File: config.mk
export PLATFORM = sky130hd
export DESIGN_NAME = lru_key_value_cache
export DESIGN_NICKNAME = d
export VERILOG_FILES = /design/src/sv/lkvc_pkg.sv /design/src/sv/lkvc_ctrl.sv /design/src/sv/lkvc_datapath.sv /design/src/sv/lru_key_value_cache.sv
export VERILOG_INCLUDE_DIRS = /design/src /design/src/sv
export SDC_FILE = /design/constraint.sdc
export NUM_CORES = 2
export LEC_CHECK = 0
export ABC_AREA = 1
export ABC_CLOCK_PERIOD_IN_PS = 19100
export BUFFER_PORTS_ARGS = -buffer_cell sky130_fd_sc_hd__buf_2
export CAP_MARGIN = 20
export CELL_PAD_IN_SITES_DETAIL_PLACEMENT = 1
export CELL_PAD_IN_SITES_GLOBAL_PLACEMENT = 1
export CORE_ASPECT_RATIO = 0.75
export CORE_UTILIZATION = 56
export CTS_BUF_LIST = sky130_fd_sc_hd__clkbuf_16
export DETAILED_ROUTE_END_ITERATION = 16
export PLACE_DENSITY_LB_ADDON = 0.1
export SKIP_CTS_REPAIR_TIMING = 1
export SLEW_MARGIN = 10
export SYNTH_ARGS = -nofsm -noshare
export SYNTH_HDL_FRONTEND = slang
export SYNTH_HIERARCHICAL = 1
export SYNTH_SLANG_ARGS = --single-unit
File: constraint.sdc
create_clock -name clk_i -period 19.1 [get_ports clk_i]
set_input_delay 3.82 -clock clk_i [delete_from_list [all_inputs] [get_ports clk_i]]
set_output_delay 3.82 -clock clk_i [all_outputs]
set_load 0.02 [all_outputs]
File: src/sv/lru_key_value_cache_defines.svh
// Assertion helpers used by the datapath RTL file of the key-value cache.
`ifndef LRU_KEY_VALUE_CACHE_DEFINES_SVH
`define LRU_KEY_VALUE_CACHE_DEFINES_SVH

// Checks a property on every rising clock edge outside of reset.
`define LKVC_ASSERT(label, prop, msg) \
  label: assert property (@(posedge clk_i) disable iff (!rst_ni) (prop)) else $error(msg);

// Checks that a condition holds whenever an update command is issued.
`define LKVC_ASSERT_ON_UPDATE(label, cond, msg) \
  label: assert property (@(posedge clk_i) disable iff (!rst_ni) \
    (cmd_i.update |-> (cond))) else $error(msg);

`endif

File: src/sv/lkvc_pkg.sv
package lkvc_pkg;

  localparam int unsigned ENTRIES_DEFAULT = 16;
  localparam int unsigned KEY_BITS        = 32;
  localparam int unsigned VALUE_BITS      = 32;
  localparam int unsigned CAP_BITS        = 5;
  localparam logic [CAP_BITS-1:0] CAP_RESET = 5'd16;

  typedef enum logic {
    OP_LOOKUP = 1'b0,
    OP_INSERT = 1'b1
  } op_e;

  typedef struct packed {
    op_e                   opcode;
    logic [KEY_BITS-1:0]   key;
    logic [VALUE_BITS-1:0] value;
  } req_t;

  typedef struct packed {
    logic                  found;
    logic [VALUE_BITS-1:0] data;
    logic                  inserted;
  } rsp_t;

  // Commands from the sequencer to the datapath, one per phase of a request.
  typedef struct packed {
    logic latch;
    logic compare;
    logic encode;
    logic update;
  } cmd_t;

endpackage

File: src/sv/lkvc_ctrl.sv
module lkvc_ctrl (
  input  logic          clk_i,
  input  logic          rst_ni,
  input  logic          start_i,
  output logic          busy_o,
  output logic          done_o,
  output lkvc_pkg::cmd_t cmd_o
);
  import lkvc_pkg::*;

  localparam logic [2:0] S_IDLE = 3'd0;
  localparam logic [2:0] S_CMP  = 3'd1;
  localparam logic [2:0] S_ENC  = 3'd2;
  localparam logic [2:0] S_UPD  = 3'd3;
  localparam logic [2:0] S_RSP  = 3'd4;

  logic [2:0] state_q, state_d;

  always_comb begin
    state_d = state_q;
    unique case (state_q)
      S_IDLE: begin
        if (start_i) begin
          state_d = S_CMP;
        end
      end
      S_CMP:   state_d = S_ENC;
      S_ENC:   state_d = S_UPD;
      S_UPD:   state_d = S_RSP;
      S_RSP:   state_d = S_IDLE;
      default: state_d = S_IDLE;
    endcase
  end

  always_ff @(posedge clk_i or negedge rst_ni) begin
    if (!rst_ni) begin
      state_q <= S_IDLE;
    end else begin
      state_q <= state_d;
    end
  end

  assign busy_o        = (state_q != S_IDLE);
  assign done_o        = (state_q == S_RSP);
  assign cmd_o.latch   = (state_q == S_IDLE) && start_i;
  assign cmd_o.compare = (state_q == S_CMP);
  assign cmd_o.encode  = (state_q == S_ENC);
  assign cmd_o.update  = (state_q == S_UPD);

endmodule

File: src/sv/lkvc_datapath.sv
`include "lru_key_value_cache_defines.svh"

module lkvc_datapath #(
  parameter int unsigned ENTRIES = lkvc_pkg::ENTRIES_DEFAULT
) (
  input  logic                           clk_i,
  input  logic                           rst_ni,
  input  lkvc_pkg::cmd_t                 cmd_i,
  input  lkvc_pkg::req_t                 req_i,
  input  logic                           cfg_we_i,
  input  logic [lkvc_pkg::CAP_BITS-1:0]  cfg_wdata_i,
  output lkvc_pkg::rsp_t                 rsp_o
);
  import lkvc_pkg::*;

  localparam int unsigned IW   = $clog2(ENTRIES);
  localparam int unsigned CW   = $clog2(ENTRIES + 1);
  localparam int unsigned CMPW = ((CW > CAP_BITS) ? CW : CAP_BITS) + 1;

  // Returns {found, index} of the lowest set bit.
  function automatic logic [IW:0] first_set(input logic [ENTRIES-1:0] vec);
    logic [IW:0] res;
    res = '0;
    for (int i = ENTRIES - 1; i >= 0; i--) begin
      if (vec[i]) begin
        res = {1'b1, IW'(i)};
      end
    end
    return res;
  endfunction

  req_t                  req_q;
  logic [CAP_BITS-1:0]   capacity_q;
  logic [ENTRIES-1:0]    valid_q;
  logic [CW-1:0]         count_q;
  logic [IW-1:0]         rank_q [ENTRIES];
  logic [KEY_BITS-1:0]   key_q  [ENTRIES];
  logic [VALUE_BITS-1:0] value_mem [ENTRIES];

  logic [ENTRIES-1:0]    match_q, free_q, old_q;
  logic                  hit_found_q, free_found_q, old_found_q;
  logic [IW-1:0]         hit_idx_q, free_idx_q, old_idx_q, hit_rank_q;
  logic                  over_cap_q, count_zero_q;
  logic                  found_q, inserted_q;
  logic [VALUE_BITS-1:0] rd_q;

  logic [IW:0]           hit_enc, free_enc, old_enc;
  logic [CMPW-1:0]       cap_eff;
  logic                  is_lookup, lookup_hit;
  logic                  ins_go, cnt_inc, evict_old, drop_new;
  logic [IW-1:0]         tgt_idx;

  always_ff @(posedge clk_i or negedge rst_ni) begin
    if (!rst_ni) begin
      capacity_q <= CAP_RESET;
    end else if (cfg_we_i) begin
      capacity_q <= cfg_wdata_i;
    end
  end

  always_ff @(posedge clk_i) begin
    if (cmd_i.latch) begin
      req_q <= req_i;
    end
  end

  // Compare phase: one comparator per entry.
  always_ff @(posedge clk_i) begin
    if (cmd_i.compare) begin
      for (int i = 0; i < ENTRIES; i++) begin
        match_q[i] <= valid_q[i] && (key_q[i] == req_q.key);
        free_q[i]  <= !valid_q[i];
        old_q[i]   <= valid_q[i] &&
                      ((CMPW'(rank_q[i]) + CMPW'(1)) == CMPW'(count_q));
      end
    end
  end

  // Encode phase: priority encoders and the capacity check.
  assign hit_enc  = first_set(match_q);
  assign free_enc = first_set(free_q);
  assign old_enc  = first_set(old_q);
  assign cap_eff  = (CMPW'(capacity_q) > CMPW'(ENTRIES)) ? CMPW'(ENTRIES)
                                                          : CMPW'(capacity_q);

  always_ff @(posedge clk_i) begin
    if (cmd_i.encode) begin
      hit_found_q  <= hit_enc[IW];
      hit_idx_q    <= hit_enc[IW-1:0];
      free_found_q <= free_enc[IW];
      free_idx_q   <= free_enc[IW-1:0];
      old_found_q  <= old_enc[IW];
      old_idx_q    <= old_enc[IW-1:0];
      hit_rank_q   <= rank_q[hit_enc[IW-1:0]];
      over_cap_q   <= (CMPW'(count_q) + CMPW'(1)) > cap_eff;
      count_zero_q <= (count_q == '0);
    end
  end

  // Update phase decisions.
  always_comb begin
    is_lookup  = (req_q.opcode == OP_LOOKUP);
    lookup_hit = is_lookup && hit_found_q;
    ins_go     = 1'b0;
    cnt_inc    = 1'b0;
    evict_old  = 1'b0;
    drop_new   = 1'b0;
    tgt_idx    = free_idx_q;
    if (!is_lookup && !hit_found_q) begin
      if (free_found_q) begin
        // New entry takes a free slot; a full store drops its oldest entry,
        // and an empty store with no room drops the new entry itself.
        ins_go    = 1'b1;
        drop_new  = over_cap_q && count_zero_q;
        evict_old = over_cap_q && !count_zero_q && old_found_q;
        cnt_inc   = !(drop_new || evict_old);
      end else if (old_found_q) begin
        // Every slot in use: the oldest entry is replaced in place.
        ins_go  = 1'b1;
        tgt_idx = old_idx_q;
      end
    end
  end

  // Each slot picks its own next valid bit and rank.
  always_ff @(posedge clk_i or negedge rst_ni) begin
    if (!rst_ni) begin
      valid_q <= '0;
      count_q <= '0;
      for (int i = 0; i < ENTRIES; i++) begin
        rank_q[i] <= '0;
      end
    end else if (cmd_i.update) begin
      for (int i = 0; i < ENTRIES; i++) begin
        if (lookup_hit) begin
          if (IW'(i) == hit_idx_q) begin
            rank_q[i] <= '0;
          end else if (valid_q[i] && (rank_q[i] < hit_rank_q)) begin
            rank_q[i] <= rank_q[i] + IW'(1);
          end
        end else if (ins_go) begin
          if (IW'(i) == tgt_idx) begin
            valid_q[i] <= !drop_new;
            rank_q[i]  <= '0;
          end else if (evict_old && (IW'(i) == old_idx_q)) begin
            valid_q[i] <= 1'b0;
            rank_q[i]  <= '0;
          end else if (valid_q[i]) begin
            rank_q[i] <= rank_q[i] + IW'(1);
          end
        end
      end
      if (ins_go && cnt_inc) begin
        count_q <= count_q + CW'(1);
      end
    end
  end

  always_ff @(posedge clk_i) begin
    if (cmd_i.update && ins_go) begin
      key_q[tgt_idx] <= req_q.key;
    end
  end

  always_ff @(posedge clk_i) begin
    if (cmd_i.update) begin
      if (ins_go) begin
        value_mem[tgt_idx] <= req_q.value;
      end
      rd_q <= value_mem[hit_idx_q];
    end
  end

  always_ff @(posedge clk_i) begin
    if (cmd_i.update) begin
      found_q    <= lookup_hit;
      inserted_q <= ins_go;
    end
  end

  assign rsp_o.found    = found_q;
  assign rsp_o.data     = found_q ? rd_q : '0;
  assign rsp_o.inserted = inserted_q;

  `LKVC_ASSERT(a_count_matches_valid, ($countones(valid_q) == int'(count_q)),
               "entry count differs from number of valid entries")
  `LKVC_ASSERT(a_count_bounded, (CMPW'(count_q) <= CMPW'(ENTRIES)),
               "entry count above store size")
  `LKVC_ASSERT_ON_UPDATE(a_unique_hit, $onehot0(match_q),
                         "key held in more than one entry")

endmodule

File: src/sv/lru_key_value_cache.sv
// Channel   Direction  Handshake                     Payload
// request   in         start high while busy low     req_i   (opcode, key, value)
// result    out        done_o high for one cycle     rsp_o   (found, data, inserted)
// config    in         cfg_we_i high                 cfg_wdata_i (capacity)
//
// A request runs through compare, encode, update, then the result is shown for one
// cycle while busy is still high, and busy is low again for the cycle whose closing
// edge can accept the next request. The result strobe comes from the response state.
// The chain of key compare, priority encode and the recency update sets these phases.
// Reset clears all valid bits, recency ranks and the entry count at once, so no
// clearing pass is needed. The receiver cannot stall.
module lru_key_value_cache #(
  parameter int unsigned ENTRIES = lkvc_pkg::ENTRIES_DEFAULT
) (
  input  logic                          clk_i,
  input  logic                          rst_ni,
  input  logic                          start,
  output logic                          busy,
  input  lkvc_pkg::req_t                req_i,
  output logic                          done_o,
  output lkvc_pkg::rsp_t                rsp_o,
  input  logic                          cfg_we_i,
  input  logic [lkvc_pkg::CAP_BITS-1:0] cfg_wdata_i
);
  import lkvc_pkg::*;

  // The sequencer issues one command per phase; the datapath holds the store.
  cmd_t cmd;

  lkvc_ctrl u_ctrl (
    .clk_i   (clk_i),
    .rst_ni  (rst_ni),
    .start_i (start),
    .busy_o  (busy),
    .done_o  (done_o),
    .cmd_o   (cmd)
  );

  // The datapath keeps keys in flip-flops for the parallel compare and the
  // values in a small memory that is read only at the hit slot.
  lkvc_datapath #(
    .ENTRIES (ENTRIES)
  ) u_datapath (
    .clk_i       (clk_i),
    .rst_ni      (rst_ni),
    .cmd_i       (cmd),
    .req_i       (req_i),
    .cfg_we_i    (cfg_we_i),
    .cfg_wdata_i (cfg_wdata_i),
    .rsp_o       (rsp_o)
  );

endmodule

==> reports/metrics.cfg <==
[worst_setup_path]
reg2reg_slack_ns = 14.52
worstReg2RegEnd = u_datapath/value_mem[4][8]
max_stage_delay_ns = 0.39
required_ns = 15.28
crit_type = reg -> out
r2r_start = u_ctrl/state_q[0]
critPathTopFamily = buffers and inverters
crit_buf_inv = 3
arrival_ns = 1.88
path_cells = buf_4 -> nand2_1 -> inv_1 -> buf_2
cp-start-kind = flip-flop
crit_slowest_cell = buf_4
reg2reg_depth = 9
cp_max_fo = 33
endpoint_kind = primary output

[cts]
clock_sinks = 1285
cts.clk_slew.worst_paths_ns = 0.07
cts-root-buf = clkbuf_16
clk_latency_ns = 0.77
clk_path_buf_depth = 3
cts_tree = done
numCtsBuffers = 118
htreeDepth = 3

[timing]
final_max_slew_viol_count = 0
worst_slew_pin_slew_ns = 1.26
setup_tns_ns = 0
skew_ns = 0.0633
setup_violations = 0
hold_viol_final = 0
fin_crit_ns = 5.70
period_share_pct = 29.8
rsz0062_at_grt = false
fmax_ghz = 0.175
relSlewSlack_pct = 14.9

[floorplanning]
start_util_pct = 56.7
die-width_um = 361
io_pins = 110
placementRows = 98
core_region_area_um2 = 95600
die_area_um2 = 98200
die_h_um = 272

[power]
finalPower_mw = 7.42
p_leak_nw = 21.1
p_per_area_nw_per_um2 = 123
vdd_drop_max_mv = 0.129

[yosys]
synthTopCellsByArea = edfxtp_1, dfrtp_1, a22oi_1
ys_seq_area_share_pct = 70.2
synth_compound_area_share_pct = 12.2
synth_warnings = 6
ys.flop_type = edfxtp_1
synth_xor_area_share_pct = 3.49
synth_top_area_cell = edfxtp_1
synth_top_family_by_area = compound AO/OA/AOI/OAI gates
synth_common_cells = edfxtp_1, nand2_1, a22oi_1
ys_types = 59
avgSynthCellArea_um2 = 13.3
syn_inst = 4089
synthAdderAreaFrac_pct = 1.64
synth_top_area_share_pct = 66.0
syn-num-nets = 4234
synth_edf_count = 1192
muxShareOfSynthArea_pct = 0
synth_simple_gate_area_share_pct = 9.05
post-synth-top-count-cell = edfxtp_1
synth_seq_cells = 1285
synth_area_um2 = 54300
async_reset_ff_share_pct = 7.24

[grt]
grt_antenna_before_repair = 10
grt_usage_pct = 35.9
grt_pass1_vias = 38800
grt_max_degree = 88
grt-ovfl-total = 0
grt_pass1_wl_um = 258000

[detailed_routing]
drt_pass1_iterations = 5
drt_iter0_markers = 5339
antenna_left = 0
num_vias = 37500
wl_um = 176000
via_per_inst = 6.72
wl_per_cell_um = 31.6
drc_errors = 0

[placement]
placed_area_um2 = 56600
port_buffers = 109
detailed_place_hpwl_um = 105000
gp_congestion = 0.895

[cells_and_area]
utilization_pct = 63.2
area_growth_pct = 11.3
nFillCells = 9109
multi_input_area_um2 = 14500
design_area_um2 = 60400
fin_nets = 4376
layout-drive-gt1-share_pct = 12.8
final-seq-area_um2 = 38100

[worst_hold_path]
hold_path_end = u_datapath/valid_q[9]
hold_depth = 1
min_from = u_datapath/valid_q[9]
hold_path.class = reg -> reg

[job]
max_cap_violations = 0

[outcome]
outcome = completed

[routing by layer]
layer	global-route usage, %	part of all wire, %
met5	0	0.031
met4	11.8	3.3
met3	8.43	11
met2	55.1	45
met1	50.8	40
[sequential cells by signal, summed over array words and instances (netlist names), 3 cells and up]
signal                 count
u_datapath/old_idx_q       4
u_datapath/count_q         5
u_datapath/rd_q           32
u_datapath/valid_q        16
u_datapath/capacity_q      5
u_datapath/hit_rank_q      4
u_datapath/match_q        16
u_datapath/value_mem     512
u_datapath/req_q          65
u_datapath/hit_idx_q       4
u_ctrl/state_q             3
u_datapath/old_q          16
u_datapath/key_q         512
u_datapath/free_q         16
u_datapath/rank_q         64
u_datapath/free_idx_q      4
[placed cells by master (no fill, tap or decap), types with 106 or more instances in the layout]
cell type  instances
edfxtp_1        1192
xor2_1           130
clkbuf_16        118
nor2_1           106
buf_2            108
a22oi_1          258
o21ai_0          180
nand2_1          449
a21oi_1          200
inv_1            274
nand3_1          190
[stage by stage]
step	worst slack [ns]	hold WS, ns	std cells
final	13.40	0.502	5583
after global routing	13.29	0.527	5581
after CTS	13.33	0.505	5577
after detailed placement	13.28	0.485	5357
after global placement	13.34	0.482	5353
after floorplan	11.31	0.462	4089
[kinds of logic (layout without fill, tap and decap cells)]
group,Yosys count,in the layout
AOI/OAI and AO/OA,1001,1001
xor gates and xnor gates,216,216
adders and majority gates,71,71
buffers and inverters,477,719
DFF,1285,1285
other,0,2
and+or+nand+nor,1039,1039
[final cells by class]
type	instances	share of cell area (%)
diodes	2	0.00829
clock buffers	118	4.89
clock inverters	102	1.35
inverters	293	1.83
multi-input cells	2327	24.0
flip-flops and latches	1285	63.1
well taps	1250	2.59
repair buffers	206	2.26
[power breakdown]
part           internal, mW  leakage [nW]  switching, mW
registers              3.34          12.0          0.146
logic                 0.416          7.22           1.18
clock network          1.25          1.92           1.08
[worst max-delay path by stage]
| stage | depth (start not counted) | slack [ns] | startpoint | end |
|---|---|---|---|---|
| after floorplan | 6 | 11.31 | u_ctrl/state_q[0] | u_datapath/key_q[1][0] |
| after global placement | 4 | 13.34 | start | u_datapath/req_q[44] |
| after detailed placement | 4 | 13.28 | start | u_datapath/req_q[44] |
| after CTS | 4 | 13.33 | u_datapath/found_q | rsp_o[15] |
| after global routing | 4 | 13.29 | u_datapath/found_q | rsp_o[20] |
| final | 4 | 13.40 | u_datapath/found_q | rsp_o[15] |
No activity file was read; power rests on OpenSTA's default activity.
